==> config.mk <==
export PLATFORM = sky130hd
export DESIGN_NAME = bitmap_set_engine
export DESIGN_NICKNAME = d
export VERILOG_FILES = /design/src/hw/rtl/bse_pkg.sv /design/src/hw/rtl/bse_store.sv /design/src/hw/rtl/bitmap_set_engine.sv
export VERILOG_INCLUDE_DIRS = /design/src /design/src/hw/rtl
export SDC_FILE = /design/constraint.sdc
export NUM_CORES = 2
export LEC_CHECK = 0
export BUFFER_PORTS_ARGS = -buffer_cell sky130_fd_sc_hd__buf_2
export CAP_MARGIN = 0
export CORE_ASPECT_RATIO = 1.4
export CORE_MARGIN = 5
export CORE_UTILIZATION = 45
export CTS_BUF_LIST = sky130_fd_sc_hd__clkbuf_16
export DETAILED_ROUTE_END_ITERATION = 7
export GPL_TIMING_DRIVEN = 1
export PLACE_DENSITY_LB_ADDON = 0.25
export SYNTH_ARGS = -nofsm -noshare
export SYNTH_HDL_FRONTEND = slang
export SYNTH_SLANG_ARGS = --single-unit
==> constraint.sdc <==
create_clock -name i_clk -period 13.1 [get_ports i_clk]
set_clock_uncertainty 0.2 [all_clocks]
set_input_delay 0.655 -clock i_clk [delete_from_list [all_inputs] [get_ports i_clk]]
set_output_delay 0.655 -clock i_clk [all_outputs]
set_load 0.005 [all_outputs]
==> src/hw/rtl/bitmap_set_engine_defines.svh <==
// Assertion shorthands shared by the RTL
`ifndef BITMAP_SET_ENGINE_DEFINES_SVH
`define BITMAP_SET_ENGINE_DEFINES_SVH

// same-cycle implication, sampled on i_clk, off during reset
`define BSE_ASSERT_NOW(lbl, ante, cons, msg) \
    lbl: assert property (@(posedge i_clk) disable iff (!i_rst_n) (ante) |-> (cons)) \
        else $error(msg);

// next-cycle implication, sampled on i_clk, off during reset
`define BSE_ASSERT_NEXT(lbl, ante, cons, msg) \
    lbl: assert property (@(posedge i_clk) disable iff (!i_rst_n) (ante) |=> (cons)) \
        else $error(msg);

`endif

==> src/hw/rtl/bse_pkg.sv <==
package bse_pkg;

    localparam int WORD_BITS    = 32;
    localparam int MAX_ELEMENTS = 1024;
    localparam int NWORDS       = (MAX_ELEMENTS + WORD_BITS - 1) / WORD_BITS;
    localparam int WADDR_W      = $clog2(NWORDS);
    localparam int BIT_W        = $clog2(WORD_BITS);
    localparam int COUNT_W      = 11;
    localparam int INDEX_W      = 10;

    localparam logic [COUNT_W-1:0] COUNT_MAX = {COUNT_W{1'b1}};
    localparam logic [COUNT_W-1:0] SIZE_CAP  = COUNT_W'(MAX_ELEMENTS);

    localparam logic [2:0] ACT_CLEAR  = 3'd0;
    localparam logic [2:0] ACT_ADD    = 3'd1;
    localparam logic [2:0] ACT_REMOVE = 3'd2;
    localparam logic [2:0] ACT_QUERY  = 3'd3;
    localparam logic [2:0] ACT_INVERT = 3'd4;
    localparam logic [2:0] ACT_LIST   = 3'd5;

    typedef logic [WORD_BITS-1:0] t_word;

    typedef struct packed {
        logic               rd_en;
        logic [WADDR_W-1:0] rd_addr;
        logic               wr_en;
        logic [WADDR_W-1:0] wr_addr;
        t_word              wr_data;
        logic               clear;
        logic               invert;
    } t_store_req;

    function automatic logic [BIT_W-1:0] lowest_bit(input t_word w);
        logic [BIT_W-1:0] pos;
        pos = '0;
        for (int i = WORD_BITS - 1; i >= 0; i--) begin
            if (w[i]) begin
                pos = BIT_W'(i);
            end
        end
        return pos;
    endfunction

endpackage

==> src/hw/rtl/bse_store.sv <==
module bse_store (
    input  logic                i_clk,
    input  logic                i_rst_n,
    input  bse_pkg::t_store_req i_req,
    output bse_pkg::t_word      o_rd_word
);
    import bse_pkg::*;

    t_word              mem [NWORDS];
    t_word              r_rd_raw;
    logic               r_rd_ok;
    logic [NWORDS-1:0]  r_written;
    logic               r_inv;

    always_ff @(posedge i_clk) begin
        if (i_req.wr_en) begin
            mem[i_req.wr_addr] <= i_req.wr_data ^ {WORD_BITS{r_inv}};
        end
        if (i_req.rd_en) begin
            r_rd_raw <= mem[i_req.rd_addr];
        end
    end

    always_ff @(posedge i_clk) begin
        if (!i_rst_n) begin
            r_written <= '0;
            r_inv     <= 1'b0;
            r_rd_ok   <= 1'b0;
        end else begin
            if (i_req.clear) begin
                r_written <= '0;
                r_inv     <= 1'b0;
            end else begin
                if (i_req.invert) begin
                    r_inv <= ~r_inv;
                end
                if (i_req.wr_en) begin
                    r_written[i_req.wr_addr] <= 1'b1;
                end
            end
            if (i_req.rd_en) begin
                r_rd_ok <= r_written[i_req.rd_addr];
            end
        end
    end

    // unwritten words read as empty; the invert flag applies to every word
    assign o_rd_word = (r_rd_ok ? r_rd_raw : '0) ^ {WORD_BITS{r_inv}};

endmodule

==> src/hw/rtl/bitmap_set_engine.sv <==
// Bitmap set engine: a set of element numbers below a universe size, with a member count.
// Input channel: i_in_valid / o_in_stall carrying i_action, i_index, i_word_select.
// Output channel: o_out_valid / i_out_stall carrying o_is_member, o_member_count,
// o_element, o_element_valid and o_last; a transfer happens when valid is high and stall low.
// Configuration: i_cfg_we writes i_cfg_data into the universe size, only while idle;
// the user must keep to this, as the block itself does not enforce it. Clear, add, remove,
// query, invert and the spare codes give one result, which the result register loads in
// S_EXEC once the output is free; no new item is taken until the engine is back in S_IDLE.
// List gives one result per member of the word below the size, ascending, one per cycle
// while the output is not stalled (a single result marked invalid when the word is empty).
// Each item makes one word read, then at most one write back. Clear and invert act on
// every word at once through per-word written flags and an invert flag. Reset (synchronous,
// active low) empties the set, zeroes the count and sets the size to 1024. While i_out_stall
// is high a valid result holds and the engine waits; o_in_stall is high while not idle.
`include "bitmap_set_engine_defines.svh"

module bitmap_set_engine (
    input  logic                          i_clk,
    input  logic                          i_rst_n,
    input  logic                          i_cfg_we,
    input  logic [bse_pkg::COUNT_W-1:0]   i_cfg_data,
    input  logic                          i_in_valid,
    output logic                          o_in_stall,
    input  logic [2:0]                    i_action,
    input  logic [bse_pkg::INDEX_W-1:0]   i_index,
    input  logic [4:0]                    i_word_select,
    output logic                          o_out_valid,
    input  logic                          i_out_stall,
    output logic                          o_is_member,
    output logic [bse_pkg::COUNT_W-1:0]   o_member_count,
    output logic [bse_pkg::INDEX_W-1:0]   o_element,
    output logic                          o_element_valid,
    output logic                          o_last
);
    import bse_pkg::*;

    typedef enum logic [1:0] {
        S_IDLE,
        S_EXEC,
        S_LIST
    } t_state;

    t_state               r_state, n_state;
    logic [COUNT_W-1:0]   r_size;
    logic [COUNT_W-1:0]   r_count, n_count;
    logic [2:0]           r_action;
    logic [INDEX_W-1:0]   r_index;
    logic [WADDR_W-1:0]   r_wsel;
    t_word                r_scan, n_scan;

    logic                 r_out_valid, n_out_valid;
    logic                 r_out_member, n_out_member;
    logic [COUNT_W-1:0]   r_out_count, n_out_count;
    logic [INDEX_W-1:0]   r_out_elem, n_out_elem;
    logic                 r_out_evalid, n_out_evalid;
    logic                 r_out_last, n_out_last;

    t_store_req           st_req;
    t_word                rd_word;
    logic                 in_accept;
    logic                 out_free;
    logic [COUNT_W-1:0]   eff_size;
    logic [BIT_W-1:0]     bit_pos;
    logic                 bit_set;
    logic                 in_range;
    t_word                range_mask;
    t_word                scan_rest;
    logic [BIT_W-1:0]     scan_pos;

    bse_store u_store (
        .i_clk     (i_clk),
        .i_rst_n   (i_rst_n),
        .i_req     (st_req),
        .o_rd_word (rd_word)
    );

    assign o_in_stall = (r_state != S_IDLE);
    assign in_accept  = i_in_valid && !o_in_stall;
    assign out_free   = !r_out_valid || !i_out_stall;

    assign eff_size = (r_size > SIZE_CAP) ? SIZE_CAP : r_size;
    assign bit_pos  = r_index[BIT_W-1:0];
    assign bit_set  = rd_word[bit_pos];
    assign in_range = {1'b0, r_index} < eff_size;

    always_comb begin
        if (eff_size[COUNT_W-1:BIT_W] > (COUNT_W-BIT_W)'(r_wsel)) begin
            range_mask = '1;
        end else if (eff_size[COUNT_W-1:BIT_W] == (COUNT_W-BIT_W)'(r_wsel)) begin
            range_mask = (t_word'(1) << eff_size[BIT_W-1:0]) - t_word'(1);
        end else begin
            range_mask = '0;
        end
    end

    assign scan_pos  = lowest_bit(r_scan);
    assign scan_rest = r_scan & (r_scan - t_word'(1));

    always_comb begin
        st_req         = '0;
        st_req.rd_en   = in_accept;
        st_req.rd_addr = (i_action == ACT_LIST) ? WADDR_W'(i_word_select)
                                                : i_index[BIT_W +: WADDR_W];
        st_req.wr_addr = r_index[BIT_W +: WADDR_W];
        st_req.wr_data = rd_word;

        n_state      = r_state;
        n_count      = r_count;
        n_scan       = r_scan;
        n_out_valid  = r_out_valid && i_out_stall;
        n_out_member = r_out_member;
        n_out_count  = r_out_count;
        n_out_elem   = r_out_elem;
        n_out_evalid = r_out_evalid;
        n_out_last   = r_out_last;

        case (r_state)
            S_IDLE: begin
                if (in_accept) begin
                    n_state = S_EXEC;
                end
            end
            S_EXEC: begin
                if (out_free) begin
                    n_state      = S_IDLE;
                    n_out_valid  = 1'b1;
                    n_out_member = 1'b0;
                    n_out_elem   = '0;
                    n_out_evalid = 1'b0;
                    n_out_last   = 1'b1;
                    case (r_action)
                        ACT_CLEAR: begin
                            st_req.clear = 1'b1;
                            n_count      = '0;
                        end
                        ACT_ADD: begin
                            if (in_range && !bit_set) begin
                                st_req.wr_en   = 1'b1;
                                st_req.wr_data = rd_word | (t_word'(1) << bit_pos);
                                if (r_count != COUNT_MAX) begin
                                    n_count = r_count + 1'b1;
                                end
                            end
                        end
                        ACT_REMOVE: begin
                            if (in_range && bit_set && r_count != '0) begin
                                st_req.wr_en   = 1'b1;
                                st_req.wr_data = rd_word & ~(t_word'(1) << bit_pos);
                                n_count        = r_count - 1'b1;
                            end
                        end
                        ACT_QUERY: begin
                            n_out_member = in_range && bit_set;
                        end
                        ACT_INVERT: begin
                            st_req.invert = 1'b1;
                            n_count = (r_count <= eff_size) ? eff_size - r_count : '0;
                        end
                        ACT_LIST: begin
                            n_scan = rd_word & range_mask;
                            if (n_scan != '0) begin
                                n_state     = S_LIST;
                                n_out_valid = 1'b0;
                            end
                        end
                        default: begin
                        end
                    endcase
                    n_out_count = n_count;
                end
            end
            S_LIST: begin
                if (out_free) begin
                    n_out_valid  = 1'b1;
                    n_out_member = 1'b0;
                    n_out_count  = r_count;
                    n_out_elem   = {r_wsel, scan_pos};
                    n_out_evalid = 1'b1;
                    n_out_last   = (scan_rest == '0);
                    n_scan       = scan_rest;
                    if (scan_rest == '0) begin
                        n_state = S_IDLE;
                    end
                end
            end
            default: begin
                n_state = S_IDLE;
            end
        endcase
    end

    always_ff @(posedge i_clk) begin
        if (!i_rst_n) begin
            r_state     <= S_IDLE;
            r_size      <= SIZE_CAP;
            r_count     <= '0;
            r_out_valid <= 1'b0;
        end else begin
            r_state     <= n_state;
            r_count     <= n_count;
            r_out_valid <= n_out_valid;
            if (i_cfg_we) begin
                r_size <= i_cfg_data;
            end
        end
        if (in_accept) begin
            r_action <= i_action;
            r_index  <= i_index;
            r_wsel   <= WADDR_W'(i_word_select);
        end
        r_scan       <= n_scan;
        r_out_member <= n_out_member;
        r_out_count  <= n_out_count;
        r_out_elem   <= n_out_elem;
        r_out_evalid <= n_out_evalid;
        r_out_last   <= n_out_last;
    end

    assign o_out_valid     = r_out_valid;
    assign o_is_member     = r_out_member;
    assign o_member_count  = r_out_count;
    assign o_element       = r_out_elem;
    assign o_element_valid = r_out_evalid;
    assign o_last          = r_out_last;

    `BSE_ASSERT_NEXT(a_accept_to_exec, in_accept, r_state == S_EXEC, "accept did not start work")
    `BSE_ASSERT_NOW(a_list_nonempty, r_state == S_LIST, r_scan != '0, "list scan word is empty")
    `BSE_ASSERT_NOW(a_more_only_in_list, r_out_valid && !r_out_last, r_state == S_LIST,
                    "non-final result outside a list walk")
    `BSE_ASSERT_NOW(a_write_alone, st_req.wr_en, !st_req.clear && !st_req.invert && !st_req.rd_en,
                    "word write overlaps clear, invert or read")

endmodule

After elaboration in Yosys (flattened, before gate mapping)
Memory sizes are Yosys's and may differ from the RTL's. A register that Yosys moved wholly into a read port is not among the register bits.
Cells that the tools add are included.

word-level totals
  output and inout port bits = 26
  memories kept = 1
  logic and storage cells = 172
  bits in writable memories = 1024
  register bits = 133

memories
  name         words  width  rd ports  clocked after Yosys merged registers in  wr ports  RTL line        source
  u_store.mem  32     32     1         1                                        1         bse_store.sv:9  t_word mem [NWORDS];

operators by class
  mux-type cells = 92
  shifts and indexed selects = 2
  equality and inequality tests = 15
  bitwise operators = 10
  $add $sub $neg = 5
  reductions and logical operators = 23
  order comparisons = 8

operators with widths
  kind                     number
  $mux W32                 8
  $mux W5                  33
  $pmux W32 S2             2
  $and A32 B32 Y32         3
  $mux W11                 7
  $mux W34                 2
  $or A32 B32 Y32          2
  $shl A1 B5 Y32 const A   2
  $sub A32 B1 Y32 const B  2
  $xor A32 B32 Y32         2
  $pmux W11 S4             1
  $logic_not A32 Y1        1
  $not A32 Y32             1
  $reduce_bool A32 Y1      1
  $pmux W11 S2             1
  $mux W1                  20
  $mux W10                 2
  $pmux W10 S2             1
  $lt A5 B6 Y1 const B     3
  $mux W2                  6
  $add A11 B1 Y11 const B  1
  $gt A11 B11 Y1 const B   1
  $le A11 B11 Y1           1
  $lt A10 B11 Y1           1
  28 further kinds         51

Longest topological paths before layout
  depth in word-level cells = 34
  gate-level depth with buffers = 16
  gate-level depth less buffers = 14

By module
A second synthesis with hierarchy kept.

unflattened totals
  cells, all modules = 2788
  area total of the unflattened synthesis = 50374.6 µm²

by module, submodules not included
  module             times used  cells each  seq. area each (µm²)  area an instance (µm²)
  bse_store          1           1753        32391.1               41855.1
  bitmap_set_engine  1           1035        2722.6                8519.4

Worst setup path after synthesis
No wires, ideal clock.

  path type = register to register
  start point = reg r_size[10]
  end point = mem u_store.mem[1][0] in the netlist's numbering (enable)
  path buffers = 4
  clock period less this slack = 6.640 ns
  stages on the path, launching flop included = 14
  arrival time = 5.935 ns
  path slack = 6.460 ns
  cells stage by stage = dfxtp_1 buf_4 clkbuf_1 clkbuf_1 nand2b_1 ha_1 o21ai_0 o21ai_0 a31oi_1 o21a_1 or4b_4 buf_6 a21boi_4 nor4_1

on the way
  word-level cells in the longest chain between the ends = 11
  elaborated cells between the ends (all ways) = 13

RTL lines
  element                            RTL line                  source
  start, declared                    bitmap_set_engine.sv:44   logic [COUNT_W-1:0] r_size;
  start signal, assigned             bitmap_set_engine.sv:203  r_size <= i_cfg_data;
  $gt A11 B11 Y1                     bitmap_set_engine.sv:81   assign eff_size = (r_size > SIZE_CAP) ? SIZE_CAP : r_size;
  $mux W11 *                         bitmap_set_engine.sv:81
  $lt A10 B11 Y1 *                   bitmap_set_engine.sv:84   assign in_range = {1'b0, r_index} < eff_size;
  $logic_and A1 B1 Y1 (2 in series)  bitmap_set_engine.sv:146  if (in_range && bit_set && r_count != '0) begin
  $mux W1                            bitmap_set_engine.sv:146
  $pmux W1 S2 *                      bitmap_set_engine.sv:131  case (r_action)
  $mux W1 *                          bitmap_set_engine.sv:124  if (out_free) begin
  $mux W1 *                          bitmap_set_engine.sv:117  case (r_state)
  $mux W1 *                          bse_store.sv:16           if (i_req.wr_en) begin
  $mux W1 (implied by the code) *    bse_store.sv:17           mem[i_req.wr_addr] <= i_req.wr_data ^ {WORD_BITS{r_inv}};
  end, declared                      bse_store.sv:9

Every way passes the cells marked *; elsewhere a longest branch is shown, timed or not.

Worst setup path after layout
  start point = reg r_index[0]
  end point = mem u_store.mem[13][16] in the netlist's numbering, data pin

on the way
  word-level cells in the longest chain between the ends = 9
  elaborated cells between the ends (all ways) = 17

RTL lines
  element                                                  RTL line                                            source
  start, declared                                          bitmap_set_engine.sv:47                             logic [INDEX_W-1:0] r_index;
  start signal, assigned                                   bitmap_set_engine.sv:208                            r_index <= i_index;
  $bmux W1 S5                                              bitmap_set_engine.sv:83                             assign bit_set = rd_word[bit_pos];
  $mux W1 (implied by the code)                            bitmap_set_engine.sv:83
  $logic_and A1 B1 Y1 or $logic_not A1 Y1 (tied branches)  bitmap_set_engine.sv:146, bitmap_set_engine.sv:137
  $logic_and A1 B1 Y1 (on tied branches)                   bitmap_set_engine.sv:146, bitmap_set_engine.sv:137
  $mux W32 (on tied branches)                              bitmap_set_engine.sv:146, bitmap_set_engine.sv:137
  $pmux W32 S2 *                                           bitmap_set_engine.sv:131
  $mux W34 *                                               bitmap_set_engine.sv:124
  $mux W34 *                                               bitmap_set_engine.sv:117
  $xor A32 B32 Y32 *                                       bse_store.sv:17

Every way passes the cells marked *; elsewhere a longest branch is shown, timed or not. The select of a mux whose other input is x is not followed.

==> qor.txt <==
====================================================================================================
Worst Path Arrival                                                                           6.21 ns
Compound-gate portion of the synthesized area                                                  0.105
Worst Setup End Kind                                                                            flop
Vertical extent of the die                                                                    415 µm
Post-Syn Area                                                                              52800 µm²
Antenna Nets Post-Route                                                                            0
Shortest period the worst path allows                                                        6.08 ns
Wire length of the first global-routing pass                                               226000 µm
Fraction of layout cells with a size suffix above 1                                           0.0919
Total clock buffers created by CTS                                                               110
Worst Max-Slew Pin Slew                                                                      1.23 ns
Final-layout fill cell count                                                                    9990
Proportion of synthesized area in mux cells                                                  0.00857
Gate count of the mapped netlist                                                                4475
Total Wirelength                                                                           151000 µm
Initial core utilization                                                                       0.454
Top FF cell, synth                                                                      sky130_fd_sc_hd__edfxtp_1
Die span in x                                                                                 300 µm
Top cell type by total area after synthesis                                             sky130_fd_sc_hd__edfxtp_1
Leakage                                                                                      20.8 nW
Total area of multi-input combinational cells                                              16600 µm²
Number of enable flip-flop cells after synthesis                                                1130
Port buffer count                                                                                 59
Power per cell area                                                                       139 nW/µm²
Nets                                                                                            4508
Layout-stage area growth over the synthesis result                                             11.0%
Detailed placement HPWL                                                                     85700 µm
Sum of negative setup slack                                                                     0 ns
Worst min-delay path class                                                                 in -> reg
Setup Crit Path Kind                                                                      reg -> reg
Post-synthesis share of cell area spent on xor and xnor gates                                0.00931
Maximum frequency from static timing analysis                                              0.164 GHz
Final global-route overflow total                                                                  0
Global-route usage over all layers                                                             0.237
Pre-Repair DR Iteration Count                                                                      5
Main combinational cell family by area after synthesis                                  simple AND/OR/NAND/NOR gates
Boundary pin count                                                                                60
Average cell area after synthesis                                                           11.8 µm²
Max-capacitance violation count                                                                    0
Row Count                                                                                        148
Post-route fraction of the period consumed by the critical path                                0.464
Violation count after the first detailed-route iteration                                        3196
Cell depth of the worst hold path                                                                  3
Final weighted congestion in routability-driven placement                                      0.936
Clock tree buffer depth                                                                            3
Number of remaining DRC errors                                                                     0
Register area                                                                              35100 µm²
Number of buffers inserted by post-CTS setup repair                                                0
Final worst hold slack                                                                     0.0531 ns
Yosys warns                                                                                        0
DIE AREA                                                                                  124000 µm²
CP max FO                                                                                         32
Reg2reg path depth                                                                                 9
Root buffer selected by CTS                                                             sky130_fd_sc_hd__clkbuf_16
Register bit count reported by yosys                                                            1189
Leading cell type in the layout, fill and taps excluded                                 sky130_fd_sc_hd__nand2_1
Sequential fraction of the synthesis area                                                      0.665
Kind of launch point of the worst setup path                                                    flop
Total nets after synthesis                                                                      4541
Clock tree from TritonCTS                                                                        yes
Post-synthesis simple-gate area fraction                                                       0.175
Final setup viols                                                                                  0
Hold violation total from the final report                                                         0
Pins Over Slew Limit                                                                               0
Routed length per instance                                                                   25.1 µm
Final core utilization                                                                         0.503
Share of flip-flops with an asynchronous set or reset after synthesis                              0
Top library cells by usage in the layout, fill and taps aside                           1201 x sky130_fd_sc_hd__nand2_1, 1130 x sky130_fd_sc_hd__edfxtp_1, 324 x sky130_fd_sc_hd__nand3_1
Result of the run                                                                       finished, final reports clean
Leading cell types by total area after synthesis                                        sky130_fd_sc_hd__edfxtp_1 64%, sky130_fd_sc_hd__nand2_1 8.5%, sky130_fd_sc_hd__a311oi_1 3.3%, sky130_fd_sc_hd__nand3_1 3.1%, sky130_fd_sc_hd__dfxtp_1 2.2%
Slew HR                                                                                        0.178
Distinct cell type count after synthesis                                                         104
Clock-pin slew reported for the worst setup and hold paths after clock tree synthesis        0.07 ns
RSZ-0062 raised after global routing                                                              no
Clock latency on the worst-skew pair                                                         0.70 ns
Total clock sinks                                                                               1189
Endpoint required time on the critical path                                                 13.23 ns
Largest net degree at the start of global routing                                                163
Initial antenna violation count                                                                    1
Number of global-route vias before repair                                                      35100
Worst IR drop on VDD                                                                        0.107 mV
Adder and majority cell fraction of the synthesized area                                     0.00810
Via total after detailed routing                                                               36500
Number of levels in the clock H-tree                                                               3
Vias per std cell                                                                               6.05
Core Area                                                                                 116000 µm²
Area fraction of the dominant cell type after synthesis                                        0.642
Overall Power                                                                                8.15 mW
====================================================================================================
==> worst max-delay path: stages, from the launching register on <==
cell                       delay, ns
sky130_fd_sc_hd__edfxtp_1       0.88
sky130_fd_sc_hd__mux4_1         0.66
sky130_fd_sc_hd__a22oi_2        0.27
sky130_fd_sc_hd__mux2_4         0.34
sky130_fd_sc_hd__a311oi_4       0.43
sky130_fd_sc_hd__o211a_1        0.60
sky130_fd_sc_hd__nand2_1        0.42
sky130_fd_sc_hd__nor3_1         0.64
sky130_fd_sc_hd__o22ai_1        0.22
sky130_fd_sc_hd__a211oi_4       1.01
==> flip-flops by register name, summed over array words and instances, names as in the netlist <==
signal / count
r_index: 10
o_member_count: 11
o_element_valid: 1
u_store.r_written: 32
r_scan: 32
o_out_valid: 1
r_size: 11
u_store.r_rd_raw: 32
o_last: 1
r_action: 3
u_store.r_inv: 1
u_store.mem: 1024
o_is_member: 1
o_element: 10
r_state: 2
r_count: 11
u_store.r_rd_ok: 1
r_wsel: 5
==> timing repair <==
| action | in CTS | in global routing |
|---|---|---|
| hold buffers | 28 | 0 |
| resized for setup | 0 | 0 |
| hold endpoints to repair | 28 | 0 |
==> Yosys cell counts, drive strengths merged (59+ instances only) <==
| master | number |
|---|---|
| nand2 | 1202 |
| edfxtp | 1130 |
| nand3 | 325 |
| clkbuf | 282 |
| a311oi | 198 |
| and3 | 155 |
| nor2 | 114 |
| a21oi | 108 |
| a31oi | 90 |
| o21ai | 72 |
| nor3 | 62 |
| dfxtp | 59 |
==> final timing paths <==
path	end	slack, ns	from
hold / removal	r_size[4]	0.05	i_cfg_data[4]
setup reg to reg	u_store.mem[13][16]	7.02	r_index[0]
hold reg to reg	u_store.r_written[21]	0.27	u_store.r_written[21]
setup / recovery	u_store.mem[13][16]	7.02	r_index[0]
==> per-stage QoR <==
stage	area, µm²	setup slack [ns]	instances
2_1_floorplan	52800	6.46	4475
3_3_place_gp	54900	7.25	5802
3_5_place_dp	54900	7.10	5802
4_1_cts	58600	7.08	6025
5_1_grt	58600	6.66	6025
6_report	58600	7.02	6026
==> cells by family after synthesis <==
| kind of cell | after synthesis |
|---|---|
| adder cells (fa/ha/maj) | 34 |
| flip-flops | 1189 |
| multiplexers | 38 |
| XOR/XNOR | 54 |
| AO/OA/AOI/OAI | 750 |
| AND/OR/NAND/NOR | 2028 |
| buffers and inverters | 382 |
==> cell type report <==
class | instances | area share
inverters | 50 | 0.00320
repair buffers | 187 | 0.0237
clock buffers | 112 | 0.0478
multi-input cells | 2904 | 0.283
clock inverters | 83 | 0.0108
well taps | 1500 | 0.0320
flip-flops and latches | 1189 | 0.599
diodes | 1 | 0.0000427
==> power by group <==
| group | total, mW | leakage, nW | internal [mW] | switching, mW |
|---|---|---|---|---|
| sequential | 4.26 | 10.8 | 4.22 | 0.0457 |
| clock | 3.09 | 1.78 | 1.72 | 1.38 |
| combinational | 0.796 | 8.15 | 0.239 | 0.557 |
==> routing by layer <==
| metal | share of wire | GRT usage | up-vias |
|---|---|---|---|
| met5 | 0 | 0 | - |
| met4 | 0.045 | 0.102 | 0 |
| met3 | 0.059 | 0.0246 | 315 |
| met2 | 0.51 | 0.411 | 1357 |
| met1 | 0.39 | 0.302 | 18200 |
| li1 | - | - | 16600 |
Note: power is estimated with default switching activity, not from simulation.
